==> src/hdl/rpn_pkg.sv <==
`timescale 1ns / 1ps
// Shared types, constants and arithmetic helpers for the RPN stack evaluator.
package rpn_pkg;

  localparam int STACK_DEPTH = 128;
  localparam int SP_W        = $clog2(STACK_DEPTH + 1);
  localparam int ADDR_W      = $clog2(STACK_DEPTH);
  localparam int DATA_W      = 32;
  localparam int FRAC_W      = 16;
  localparam int MAG_W       = DATA_W + FRAC_W;
  localparam int DEPTH_W     = 8;
  localparam int ACT_W       = 3;
  localparam int STATUS_W    = 2;
  localparam int DIV_STEPS   = DATA_W;
  localparam int DIV_CNT_W   = $clog2(DIV_STEPS);

  localparam logic [DATA_W-1:0] MAX_POS = {1'b0, {(DATA_W-1){1'b1}}};
  localparam logic [DATA_W-1:0] MIN_NEG = {1'b1, {(DATA_W-1){1'b0}}};

  typedef enum logic [ACT_W-1:0] {
    ACT_PUSH   = 3'd0,
    ACT_ADD    = 3'd1,
    ACT_SUB    = 3'd2,
    ACT_MUL    = 3'd3,
    ACT_DIV    = 3'd4,
    ACT_FINISH = 3'd5
  } action_e;

  typedef enum logic [STATUS_W-1:0] {
    ST_OK      = 2'd0,
    ST_FULL    = 2'd1,
    ST_ZERODIV = 2'd2,
    ST_BADOP   = 2'd3
  } status_e;

  typedef enum logic [2:0] {
    S_IDLE,
    S_DECODE,
    S_WAIT_L,
    S_POP_L,
    S_MUL,
    S_DIV_INIT,
    S_DIV_STEP,
    S_COMMIT
  } state_e;

  typedef struct packed {
    logic [ACT_W-1:0]         action;
    logic signed [DATA_W-1:0] number;
  } in_item_t;

  typedef struct packed {
    logic [STATUS_W-1:0]      status;
    logic signed [DATA_W-1:0] value;
    logic [DEPTH_W-1:0]       depth;
  } out_item_t;

  typedef struct packed {
    logic load;
    logic pop_r;
    logic pop_l;
    logic mul;
    logic div_init;
    logic div_step;
    logic commit;
  } dp_cmd_t;

  typedef struct packed {
    logic [ACT_W-1:0] action;
    logic             r_zero;
    logic             div_last;
    logic             out_free;
  } dp_status_t;

  // Magnitude of a two's complement word; the most negative value maps to 2^(DATA_W-1).
  function automatic logic [DATA_W-1:0] mag_of(input logic [DATA_W-1:0] v);
    mag_of = v[DATA_W-1] ? (~v + 1'b1) : v;
  endfunction

  // Applies a sign to a magnitude and saturates to the signed word range.
  function automatic logic [DATA_W-1:0] sat_mag(input logic neg, input logic [MAG_W-1:0] mag);
    logic [DATA_W-1:0] res;
    if (neg) begin
      if (mag >= MAG_W'(MIN_NEG)) begin
        res = MIN_NEG;
      end else begin
        res = ~mag[DATA_W-1:0] + 1'b1;
      end
    end else begin
      if (mag > MAG_W'(MAX_POS)) begin
        res = MAX_POS;
      end else begin
        res = mag[DATA_W-1:0];
      end
    end
    sat_mag = res;
  endfunction

  // Saturates a sign-extended sum that carries one guard bit.
  function automatic logic [DATA_W-1:0] sat_sum(input logic [DATA_W:0] s);
    logic [DATA_W-1:0] res;
    if (s[DATA_W] != s[DATA_W-1]) begin
      res = s[DATA_W] ? MIN_NEG : MAX_POS;
    end else begin
      res = s[DATA_W-1:0];
    end
    sat_sum = res;
  endfunction

endpackage

==> src/hdl/rpn_ctrl.sv <==
`timescale 1ns / 1ps
// Sequencing state machine for the RPN stack evaluator.
module rpn_ctrl (
  input  logic                clk_i,
  input  logic                rst_ni,
  input  logic                in_valid_i,
  output logic                in_stall_o,
  input  rpn_pkg::dp_status_t st_i,
  output rpn_pkg::dp_cmd_t    cmd_o
);

  rpn_pkg::state_e state_q, state_d;

  always_ff @(posedge clk_i or negedge rst_ni) begin
    if (!rst_ni) begin
      state_q <= rpn_pkg::S_IDLE;
    end else begin
      state_q <= state_d;
    end
  end

  always_comb begin
    state_d = state_q;
    case (state_q)
      rpn_pkg::S_IDLE: begin
        if (in_valid_i) begin
          state_d = rpn_pkg::S_DECODE;
        end
      end
      rpn_pkg::S_DECODE: begin
        if (st_i.action inside {[rpn_pkg::ACT_ADD:rpn_pkg::ACT_DIV]}) begin
          state_d = rpn_pkg::S_WAIT_L;
        end else begin
          state_d = rpn_pkg::S_COMMIT;
        end
      end
      rpn_pkg::S_WAIT_L: begin
        state_d = rpn_pkg::S_POP_L;
      end
      rpn_pkg::S_POP_L: begin
        case (st_i.action)
          rpn_pkg::ACT_MUL: state_d = rpn_pkg::S_MUL;
          rpn_pkg::ACT_DIV: begin
            state_d = st_i.r_zero ? rpn_pkg::S_COMMIT : rpn_pkg::S_DIV_INIT;
          end
          default: state_d = rpn_pkg::S_COMMIT;
        endcase
      end
      rpn_pkg::S_MUL: begin
        state_d = rpn_pkg::S_COMMIT;
      end
      rpn_pkg::S_DIV_INIT: begin
        state_d = rpn_pkg::S_DIV_STEP;
      end
      rpn_pkg::S_DIV_STEP: begin
        if (st_i.div_last) begin
          state_d = rpn_pkg::S_COMMIT;
        end
      end
      rpn_pkg::S_COMMIT: begin
        if (st_i.out_free) begin
          state_d = rpn_pkg::S_IDLE;
        end
      end
      default: state_d = rpn_pkg::S_IDLE;
    endcase
  end

  always_comb begin
    cmd_o      = '0;
    in_stall_o = 1'b1;
    case (state_q)
      rpn_pkg::S_IDLE: begin
        in_stall_o = 1'b0;
        cmd_o.load = in_valid_i;
      end
      rpn_pkg::S_DECODE: begin
        cmd_o.pop_r = st_i.action inside {[rpn_pkg::ACT_ADD:rpn_pkg::ACT_DIV]};
      end
      rpn_pkg::S_POP_L: begin
        // A zero divisor ends the operation without taking the left operand.
        cmd_o.pop_l = !(st_i.action == rpn_pkg::ACT_DIV && st_i.r_zero);
      end
      rpn_pkg::S_MUL:      cmd_o.mul      = 1'b1;
      rpn_pkg::S_DIV_INIT: cmd_o.div_init = 1'b1;
      rpn_pkg::S_DIV_STEP: cmd_o.div_step = 1'b1;
      rpn_pkg::S_COMMIT:   cmd_o.commit   = st_i.out_free;
      default: cmd_o = '0;
    endcase
  end

endmodule

==> config.mk <==
export PLATFORM = sky130hd
export DESIGN_NAME = rpn_ctrl
export DESIGN_NICKNAME = d
export VERILOG_FILES = /design/src/hdl/rpn_pkg.sv /design/src/hdl/rpn_ctrl.sv
export SDC_FILE = /design/constraint.sdc
export NUM_CORES = 1
export LEC_CHECK = 0
export BUFFER_PORTS_ARGS = -buffer_cell sky130_fd_sc_hd__buf_2
export CORE_AREA = 8 8 45 47
export CTS_CLUSTER_DIAMETER = 80
export CTS_CLUSTER_SIZE = 16
export DETAILED_ROUTE_END_ITERATION = 8
export DIE_AREA = 0 0 53 55
export PLACE_DENSITY = 0.53
export SLEW_MARGIN = 30
export SYNTH_ARGS = -nofsm -noshare
export SYNTH_HDL_FRONTEND = slang
export SYNTH_SLANG_ARGS = --single-unit
==> constraint.sdc <==
create_clock -name clk_i -period 0.97 [get_ports clk_i]
set_input_delay 0.194 -clock clk_i [delete_from_list [all_inputs] [get_ports clk_i]]
set_output_delay 0.194 -clock clk_i [all_outputs]
set_load 0.005 [all_outputs]
==> impl_metrics.tcl, run 1 <==
set metrics [dict create \
    status "finished, violations left" \
    failed_checks "setup timing" \
    dieArea_sq_um 2920 \
    wl_per_cell_um 14.4 \
    synth-simple-area-share 0.517 \
    synth_compound_gate_area_share 0.121 \
    wire_length_of_the_first_global_routing_pass_um 2260 \
    grt_antenna_before_repair 0 \
    syn_to_final_growth_pct 123 \
    gp_weighted_congestion 0.716 \
    die-height_um 55 \
    timing.final.crit_share 1.43 \
    gr-usage-all-layers 0.108 \
    final_skew_ps 2.18 \
    grt_max_degree 7 \
    max_freq_ghz 0.720 \
    syn_area_per_cell_sq_um 7.90 \
    post_route_cells_drive_above_1_share 0.750 \
    largest_regs "state_q: 3 flops" \
    core_footprint_sq_um 1380 \
    effective_utilization_at_floorplan 0.217 \
    holdCritPathClass "input port to async pin" \
    synthAdderAreaFrac 0 \
    flip_flop_count_of_the_largest_register_after_layout 3 \
    synth_cells 38 \
    worst_setup_path_start_kind "register" \
    critical_path_peak_fanout 5 \
    drt_first_iter_violations 5 \
    layout.core_utilization 0.484 \
    vias_per_cell 4.95 \
    largest_register "state_q" \
    worst_ir_drop_vdd_mv 1.01 \
    nets 86 \
    clk_root_buffer_cell "sky130_fd_sc_hd__clkbuf_4" \
    required_time_of_the_worst_setup_path_ps 780 \
    detailedRoute.firstPassIterationCount 4 \
    drt.antenna.violating_nets 0 \
    finalMaxSlewViolations 0 \
    synth_seq_area_share 0.250 \
    yosys_register_bits 3 \
    aggregate_global_routing_overflow 0 \
    ys_types 21 \
    die_w_um 53 \
    timing_worst_slew_pin_value_ps 239 \
    max_cap_violations 0 \
    clock_tree.buffer_depth 2 \
    synthMuxAreaShare 0 \
    p_leak_nw 0.318 \
    post-dp-hpwl_um 810 \
    ioPinCount 17 \
    synth_top_family_by_area "simple AND/OR/NAND/NOR gates" \
    placement.io_buffers 16 \
    power_density_nw_per_um2 2680 \
    yosysWarningCount 0 \
    floorplan.rows 14 \
    netlist_area_sq_um 300 \
    worstSkewPairLatency_ps 240 \
    total_power_mw 1.79 \
    clock-sinks 3 \
    path_clk_slew_ps 40 \
    wirelength_um 1330 \
    crit_path_end_kind "output port" \
    total_drc_errors_in_the_routed_layout 0 \
    cts_tree "yes" \
    cts_inserted_buffers 3 \
    worst_setup_margin_ps -419 \
    via_count 455 \
    num_antenna_cells 0 \
    worst-endpoint-arrival_ps 1190 \
    setup_viol 11 \
    cts_max_level 1 \
    criticalPathCategory "register to output port" \
    final-hold-violation-count 0 \
    slew-limit-headroom 0.840 \
    rsz0062_at_grt "true" \
    mappedNetlistNets 47 \
    post_synth_xor_xnor_area 0.0292 \
    finalCriticalPeriod_ps 1390 \
    via_count_of_the_first_global_routing_pass 510 \
]
layout by cell type, fill, tap and decap left out, drive strengths merged, types with 2 or more instances in the layout:
cell type  synthesis  routed
buf                3      36
clkbuf             0       4
dfrtp              3       3
nand2              4       4
nor2               9       9
nor3               5       5
nor4b              2       2
cell usage after synthesis, drive strengths merged:
library cell,n,area share
o22a,1,0.029
nand2,4,0.050
a21oi,1,0.017
nor3,5,0.12
buf,3,0.071
dfrtp,3,0.25
and2,1,0.021
o31a,1,0.029
a311oi,1,0.029
nor4,1,0.021
xor2,1,0.029
inv,1,0.012
nor3b,1,0.025
nand3,1,0.017
nor4b,2,0.10
o21ai,1,0.017
and3b,1,0.029
nor2,9,0.14
metrics by stage:
step | worst slack, ps | instance area, sq um | std cells | hold WS [ps] | TNS (ps)
2_1_floorplan | -81.0 | 315 | 38 | -102 | -162
3_3_place_gp | -287 | 503 | 81 | -6.93 | -2010
4_1_cts | -470 | 662 | 92 | 268 | -3660
6_report | -419 | 669 | 92 | 277 | -3680
3_5_place_dp | -273 | 503 | 81 | -5.97 | -2020
5_1_grt | -475 | 669 | 92 | 298 | -4290
cell families after synthesis:
group / after synthesis
AOI/OAI and AO/OA: 5
xor gates and xnor gates: 1
buffers and inverters: 4
DFF: 3
and+or+nand+nor: 25
worst max-delay path, stage by stage (launching register included):
cell and delay, ps:
sky130_fd_sc_hd__dfrtp_1 410, sky130_fd_sc_hd__buf_12 150, sky130_fd_sc_hd__buf_4 130, sky130_fd_sc_hd__and3b_1 150, sky130_fd_sc_hd__buf_2 120
where the power goes:
part	total, mW	internal [mW]	switching, mW
combinational	1.25	0.691	0.559
clock	0.233	0.155	0.0776
sequential	0.310	0.196	0.114
repair_timing:
item,CTS,global route
hold endpoints to repair,3,0
setup endpoints to repair,11,11
gates cloned,0,0
pin swaps,9,5
hold buffers,1,0
buffers inserted,6,0
resized for setup,18,2
routing by layer:
layer	share of wire	global-route usage
met1	0.33	0.0979
met2	0.52	0.193
met3	0.11	0.0508
met4	0.029	0.0647
met5	0	0
layout make-up:
type	instances	area (sq um)
Clock buffer	4	26.3
Fill cell	151	714
Inverter	1	3.75
Multi-Input combinational cell	31	278
Sequential cell	3	77.6
Tap cell	16	20.0
Timing Repair Buffer	37	264
path summary, 6_finish.rpt:
path                       slack (ps)    endpoint       start  cells past startpoint
setup reg to reg                 -280  state_q[0]  state_q[1]                      4
setup / recovery                 -420    cmd_o[2]  state_q[2]                      4
hold reg to reg                   750  state_q[0]  state_q[0]                      2
hold / removal                    280  state_q[0]      rst_ni                      2
min in group clk_i                310  state_q[0]     st_i[1]                      4
max in group asynchronous         570  state_q[1]      rst_ni                      2
No activity file was read; power rests on OpenSTA's default activity.
==> run 2, diff against run 1 <==
Settings changed: CELL_PAD_IN_SITES_DETAIL_PLACEMENT set to 0, CELL_PAD_IN_SITES_GLOBAL_PLACEMENT set to 1, PLACE_DENSITY 0.53 to 0.7.
==> run 2 against run 1 <==
Effect of this change:
- highest routed layer unchanged
- critical path depth decreased by 1
- the flow still finishes with violations (setup timing)
- sequential cell count unchanged
- critical endpoint is now cmd_o[6]
- die area unchanged
- cell area decreased by 9.7%
- final cell count decreased by 3.3%
- critical path type unchanged
==> impl_metrics.tcl, run 2 (same netlist as run 1, synthesis figures left out) <==
set metrics [dict create \
    worst_setup_margin_ps -372 \
    vias_per_cell 4.48 \
    final_skew_ps 2.06 \
    status "finished, violations left" \
    slew-limit-headroom 0.845 \
    flip_flop_count_of_the_largest_register_after_layout 3 \
    final_area_sq_um 604 \
    layout_commonest_cell "sky130_fd_sc_hd__buf_2" \
    largest_regs "state_q: 3 flops" \
    wl_per_cell_um 11.6 \
    fin_cells 89 \
    core_footprint_sq_um 1380 \
    via_count 399 \
    wire_length_of_the_first_global_routing_pass_um 1720 \
    grt_max_degree 12 \
    die-height_um 55 \
    worst-endpoint-arrival_ps 1150 \
    total_drc_errors_in_the_routed_layout 0 \
    required_time_of_the_worst_setup_path_ps 780 \
    max_cap_violations 0 \
    timing_worst_slew_pin_value_ps 231 \
    dieArea_sq_um 2920 \
    ioPinCount 17 \
    critical_path_peak_fanout 7 \
    setup_viol 11 \
    path_clk_slew_ps 30 \
    drt_first_iter_violations 2 \
    syn_to_final_growth_pct 101 \
    drt.antenna.violating_nets 0 \
    timing.final.crit_share 1.38 \
    worst_ir_drop_vdd_mv 0.721 \
    numPlacedInstances 78 \
    gr-usage-all-layers 0.0788 \
    floorplan.rows 14 \
    rsz0062_at_grt "true" \
    via_count_of_the_first_global_routing_pass 417 \
    clock-sinks 3 \
    layout_common_cells "sky130_fd_sc_hd__buf_2 (16), sky130_fd_sc_hd__buf_4 (14), sky130_fd_sc_hd__nor2_1 (7)" \
    aggregate_global_routing_overflow 0 \
    hold_slack_ps 294 \
    clk_root_buffer_cell "sky130_fd_sc_hd__clkbuf_4" \
    max_freq_ghz 0.745 \
    failed_checks "setup timing" \
    worst_setup_path_start_kind "register" \
    holdCritPathClass "input port to async pin" \
    power_density_nw_per_um2 2480 \
    effective_utilization_at_floorplan 0.217 \
    post-dp-hpwl_um 730 \
    cts_max_level 1 \
    tns_ps -3190 \
    grt_antenna_before_repair 0 \
    die_w_um 53 \
    num_antenna_cells 0 \
    criticalPathCategory "register to output port" \
    gp_weighted_congestion 0.774 \
    largest_register "state_q" \
    finalCriticalPeriod_ps 1340 \
    crit_path_end_kind "output port" \
    cts_tree "yes" \
    nets 83 \
    dpl-instance-area_sq_um 468 \
    worstSkewPairLatency_ps 220 \
    placement.io_buffers 16 \
    p_leak_nw 0.288 \
    finalMaxSlewViolations 0 \
    final-hold-violation-count 0 \
    post_route_cells_drive_above_1_share 0.699 \
    detailedRoute.firstPassIterationCount 2 \
    clock_tree.buffer_depth 2 \
    wirelength_um 1030 \
    cts_inserted_buffers 3 \
]
run 2: changes by cell type in the layout (fill, tap and decap cells not counted):
cell / change
sky130_fd_sc_hd__nand2_2: -1
sky130_fd_sc_hd__nor2_1: +1
sky130_fd_sc_hd__buf_4: -2
sky130_fd_sc_hd__a21oi_2: +1
sky130_fd_sc_hd__dfrtp_2: +1
sky130_fd_sc_hd__nand2_1: +2
sky130_fd_sc_hd__nor3_1: +2
sky130_fd_sc_hd__buf_12: -1
sky130_fd_sc_hd__nor2_2: -1
sky130_fd_sc_hd__nor3_4: -2
sky130_fd_sc_hd__nand2_4: -1
sky130_fd_sc_hd__dfrtp_1: -1
sky130_fd_sc_hd__a21oi_1: -1
run 2: report_power, final:
part | switching, mW | leakage [nW] | internal (mW)
clock | 0.0527 | 0.0150 | 0.153
sequential | 0.174 | 0.0295 | 0.199
combinational | 0.369 | 0.244 | 0.552
total | 0.596 | 0.288 | 0.904
run 2: worst paths after layout:
path | slack, ps | endpoint | cells after the start | startpoint
max in group asynchronous | 560 | state_q[0] | 2 | rst_ni
min in group clk_i | 340 | state_q[0] | 4 | st_i[1]
setup reg to reg | -260 | state_q[0] | 4 | state_q[1]
hold / removal | 290 | state_q[2] | 2 | rst_ni
setup / recovery | -370 | cmd_o[6] | 3 | state_q[1]
hold reg to reg | 680 | state_q[2] | 2 | state_q[0]
run 2: what timing repair did:
| action | in CTS | in global routing |
|---|---|---|
| pin swaps | 3 | 0 |
| buffers inserted | 5 | 1 |
| gates resized for setup | 7 | 7 |
| hold buffers | 1 | 0 |
| hold endpoints to repair | 3 | 0 |
| setup endpoints to repair | 11 | 11 |
run 2: area by class of cell:
cell class | instances | area (sq um)
Clock buffer | 4 | 26.3
Fill cell | 141 | 779
Inverter | 1 | 3.75
Multi-Input combinational cell | 31 | 246
Sequential cell | 3 | 78.8
Tap cell | 16 | 20.0
Timing Repair Buffer | 34 | 229
run 2: through the flow:
step	util	total power [mW]	setup WS, ps
after floorplan	-	0.741	-81.0
after global placement	0.338	0.984	-243
after detailed placement	0.338	0.984	-229
after CTS	0.408	1.40	-359
after global routing	0.437	1.63	-419
final	0.437	1.50	-372
run 2: critical path, stage by stage, from the launching register on:
cell                      delay, ps
sky130_fd_sc_hd__dfrtp_2        470
sky130_fd_sc_hd__nor3_4         210
sky130_fd_sc_hd__and2_1         140
sky130_fd_sc_hd__buf_2          100
run 2: layer usage:
metal,part of all wire,vias up,GRT usage
met3,0.093,2,0.0241
met4,0.018,0,0.0647
li1,-,209,-
met1,0.42,172,0.0855
met5,0,-,0
met2,0.47,16,0.125
